<file path="src/design/fmpd_pkg.sv">
// Shared types, constants and the arctangent step table of the FM phase discriminator.
// Depends on nothing; imported by the mixer, the CORDIC cell and the top level.
package fmpd_pkg;

   localparam logic [31:0] PI_Q29 = 32'd1686629713;
   localparam int unsigned ATAN_TAB_DEPTH = 10;

   localparam logic [31:0] ATAN_TAB [ATAN_TAB_DEPTH] = '{
      32'd421657428, 32'd248918915, 32'd131521918, 32'd66762579, 32'd33510843,
      32'd16771758, 32'd8387925, 32'd4194219, 32'd2097141, 32'd1048575
   };

   typedef struct packed {
      logic signed [31:0] x;
      logic signed [31:0] y;
      logic [31:0]        ang;
      logic               zero;
      logic               frame_end;
   } cordic_type;

   function automatic logic [31:0] stage_angle(input int unsigned idx);
      logic [31:0] result;
      result = '0;
      if (idx < ATAN_TAB_DEPTH) begin
         result = ATAN_TAB[idx];
      end else if (idx <= 29) begin
         result = 32'd1 << (29 - idx);
      end
      return result;
   endfunction

endpackage

</file>
<file path="src/design/fmpd_cordic_cell.sv">
// One CORDIC vectoring cell: rotates by plus or minus atan(2^-STAGE) and registers the item.
// Uses fmpd_pkg for the item type and the step angle.
module fmpd_cordic_cell
   import fmpd_pkg::*;
#(
   parameter int unsigned STAGE = 0
) (
   input  logic       clock,
   input  logic       reset,
   input  logic       in_valid,
   output logic       in_ready,
   input  cordic_type in_data,
   output logic       out_valid,
   input  logic       out_ready,
   output cordic_type out_data
);

   localparam logic [31:0] ANGLE = stage_angle(STAGE);

   logic       valid_ff;
   cordic_type data_ff, data_in;
   logic signed [31:0] xs, ys;

   assign in_ready = !valid_ff || out_ready;

   always_comb begin
      xs      = in_data.x >>> STAGE;
      ys      = in_data.y >>> STAGE;
      data_in = in_data;
      if (!in_data.y[31]) begin
         data_in.x   = in_data.x + ys;
         data_in.y   = in_data.y - xs;
         data_in.ang = in_data.ang + ANGLE;
      end else begin
         data_in.x   = in_data.x - ys;
         data_in.y   = in_data.y + xs;
         data_in.ang = in_data.ang - ANGLE;
      end
   end

   always_ff @(posedge clock) begin
      if (reset) begin
         valid_ff <= 1'b0;
      end else if (in_ready) begin
         valid_ff <= in_valid;
      end
   end

   always_ff @(posedge clock) begin
      if (in_ready) begin
         data_ff <= data_in;
      end
   end

   assign out_valid = valid_ff;
   assign out_data  = data_ff;

endmodule
</file>
<file path="config.mk">
export PLATFORM = sky130hd
export DESIGN_NAME = fmpd_cordic_cell
export DESIGN_NICKNAME = d
export VERILOG_FILES = /design/src/design/fmpd_pkg.sv /design/src/design/fmpd_cordic_cell.sv
export SDC_FILE = /design/constraint.sdc
export NUM_CORES = 1
export LEC_CHECK = 0
export BUFFER_PORTS_ARGS = -buffer_cell sky130_fd_sc_hd__buf_2
export CAP_MARGIN = 20
export CORE_MARGIN = 4
export CORE_UTILIZATION = 27
export CTS_CLUSTER_DIAMETER = 50
export DETAILED_ROUTE_END_ITERATION = 6
export SLEW_MARGIN = 20
export SYNTH_ARGS = -nofsm -noshare
export SYNTH_HDL_FRONTEND = slang
export SYNTH_SLANG_ARGS = --single-unit
</file>
<file path="constraint.sdc">
create_clock -name clock -period 6.7 [get_ports clock]
set_clock_uncertainty 0.1 [all_clocks]
set_input_delay 0.67 -clock clock [delete_from_list [all_inputs] [get_ports clock]]
set_output_delay 0.67 -clock clock [all_outputs]
set_load 0.03 [all_outputs]
</file>
==> results_dict.tcl <==
set metrics [dict create \
    num-nets-final 1513 \
    cts_buffer_depth 2 \
    root_buffer "clkbuf_16" \
    max_slew_margin_pct 36.8 \
    crit_cells 12 \
    rsz0062_at_grt "no" \
    r2r-end "out_data[46]" \
    via_count 8862 \
    crit_arrival_ns 4.28 \
    synth_cells 1106 \
    htreeDepth 3 \
    drc 0 \
    io_pins 202 \
    final_common_cell "buf_2" \
    synth-edff-count 97 \
    grt_pass1_vias 8656 \
    cts_setup_buffers 0 \
    dieArea_sq_um 39600 \
    dp_slack_ns 2.01 \
    grt_usage_pct 15.1 \
    outcome "complete, no violations" \
    drive_gt1_share_pct 19.3 \
    yosysSeqAreaShare_pct 29.7 \
    ctsResizeCount 0 \
    hold_viol 0 \
    finalCriticalPeriod_ns 4.24 \
    crit_family "compound AO/OA/AOI/OAI gates" \
    wire_per_inst_um 17.7 \
    core_area_sq_um 35800 \
    final_cell_mix "buf_2, ha_1, a21oi_1" \
    synthesis.nets 1343 \
    synthFlopType "edfxtp_1" \
    maxCapViolations 0 \
    port_buffers 201 \
    firstDrtPassIters 5 \
    min_path_cells 2 \
    areaGrowthSynthToFinish_pct 17.6 \
    slowest_delay_ns 0.68 \
    fp.dieW_um 199 \
    r2r_cells 2 \
    critPathKind "in -> reg" \
    finalHoldWorstSlack_ns 0.337 \
    required_ns 6.73 \
    synthArstFlopShare_pct 0 \
    routed_via_density 5.08 \
    cts_tree "yes" \
    drt_iter0_drc 584 \
    yosysTopAreaCell "edfxtp_1" \
    slew_violations 0 \
    rrSetupSlack_ns 4.61 \
    period_share_pct 63.4 \
    postLayoutCoreUtil_pct 32.3 \
    min_to "out_valid" \
    grt_max_degree 82 \
    syn_area_sq_um 9860 \
    postCtsHoldBufs 0 \
    fp-row-count 69 \
    cts.sinks 98 \
    clk-insertion-delay-late_ns 0.37 \
    fin_total_pwr_mw 2.62 \
    dp.cells 1726 \
    start_kind "primary input" \
    final_area_sq_um 11600 \
    fmax_mhz 236 \
    hold_start "reset" \
    timing.final.ws_setup_ns 2.46 \
    cp_max_fo 23 \
    drt-total-wl_um 30800 \
    dpl_cell_area_sq_um 11300 \
    cts_made_buffers 9 \
    power.density_nw_per_um2 226 \
    leakagePower_nw 5.14 \
    setup_tns_ns 0 \
    setup_viol 0 \
    synth_cell_types 83 \
    grt.overflow.total 0 \
    max-vdd-ir-drop_v 0.000123 \
    antenna_found_initial 5 \
    ys_top_cells_by_area "edfxtp_1, ha_1, xnor2_1" \
    crit_chain "buf_4 > clkinv_1 > ha_1 > and3_1 > a221o_1 > o21ai_1 > o31ai_1 > a41oi_2 > o211ai_1 > a31o_1 > a21oi_1 > xnor2_1" \
    holdCritPathClass "in -> reg" \
    synth_warnings 0 \
    endpoint_kind "flop" \
    ys_ff_latch 98 \
    tightest_slew_ns 0.936 \
    gp_congestion 0.869 \
    hpwl_um 24300 \
    reg2reg_from "out_valid" \
    crit_path_top_delay_cell "clkinv_1" \
    finalNonFillerCells 1744 \
    synth_area_per_cell_sq_um 8.91 \
    initial_core_util_pct 27.5 \
    yosysTopAreaCellShare_pct 29.5 \
    worst-path-buf-inv 2 \
    grt_first_pass_wirelength_um 47100 \
    clkSlewWorstSetupHoldPaths_ns 0.08 \
    fillers 3760 \
    die_h_um 199 \
    ant_nets 0 \
]
==> area by class of cell <==
type | count | area, sq um | share of cell area [%]
Inverter | 111 | 418 | 3.61
Sequential cell | 98 | 2930 | 25.3
Antenna cell | 2 | 5.00 | 0.0432
Clock buffer | 10 | 229 | 1.98
Multi-Input combinational cell | 852 | 6300 | 54.4
Timing Repair Buffer | 204 | 1030 | 8.90
Tap cell | 461 | 577 | 4.98
Clock inverter | 6 | 95.1 | 0.820
==> per-layer routing <==
| layer | vias up | GRT usage, % | wire (um) |
|---|---|---|---|
| li1 | 4342 | - | - |
| met4 | 4 | 4.69 | 577 |
| met3 | 43 | 3.66 | 2190 |
| met2 | 300 | 24.0 | 13900 |
| met1 | 4173 | 20.2 | 14100 |
| met5 | - | 0 | 31 |
==> cell families (layout without fill, tap and decap cells) <==
family	Yosys count	count (layout)	share of synthesized area (%)
other cells	0	2	0
simple gates	239	239	11.6
compound gates	379	379	25.9
flops	98	98	29.7
buf+inv	156	331	6.41
mux	10	10	1.02
xor+xnor	89	89	7.91
fa+ha+maj	135	135	17.4
==> worst max path at each step <==
stage / endpoint / startpoint / slack (ns)
2_1_floorplan: in_ready / out_ready / 2.68
3_3_place_gp: out_data[32] / in_data[65] / 2.12
3_5_place_dp: out_data[32] / in_data[65] / 2.01
4_1_cts: out_data[32] / in_data[65] / 2.44
5_1_grt: out_data[32] / in_data[65] / 2.18
6_report: out_data[32] / in_data[65] / 2.46
==> synth_stat cells, types with 5 or more instances <==
master,n
a211oi_1,9
a21o_1,26
a21oi_1,126
and3_1,5
buf_1,10
buf_2,12
clkbuf_1,18
edfxtp_1,97
ha_1,131
inv_1,104
mux2i_1,10
nand2_1,44
nand2b_1,9
nand3_1,14
nand4_1,11
nor2_1,89
nor2b_1,15
nor3_1,22
o211ai_1,14
o21a_1,12
o21ai_0,56
o21ai_1,13
o21bai_1,30
o31ai_1,17
o41ai_1,6
xnor2_1,74
xor2_1,15
==> flip-flops by register name, summed over array words and instances, names as in the netlist <==
signal	flops
out_valid	1
out_data	97
==> worst reg2reg max path, cell delays in order (launching register included) <==
cell and delay (ns):
dfxtp_1 0.34, nand2b_4 0.54, buf_4 0.72
==> report_power, final <==
part           leakage [nW]  switching [mW]  internal (mW)
Combinational          3.97           0.778          0.374
Sequential             1.01          0.0332          0.839
Clock                 0.158           0.265          0.333
Total                  5.14            1.08           1.55
No activity file was read; power rests on OpenSTA's default activity.
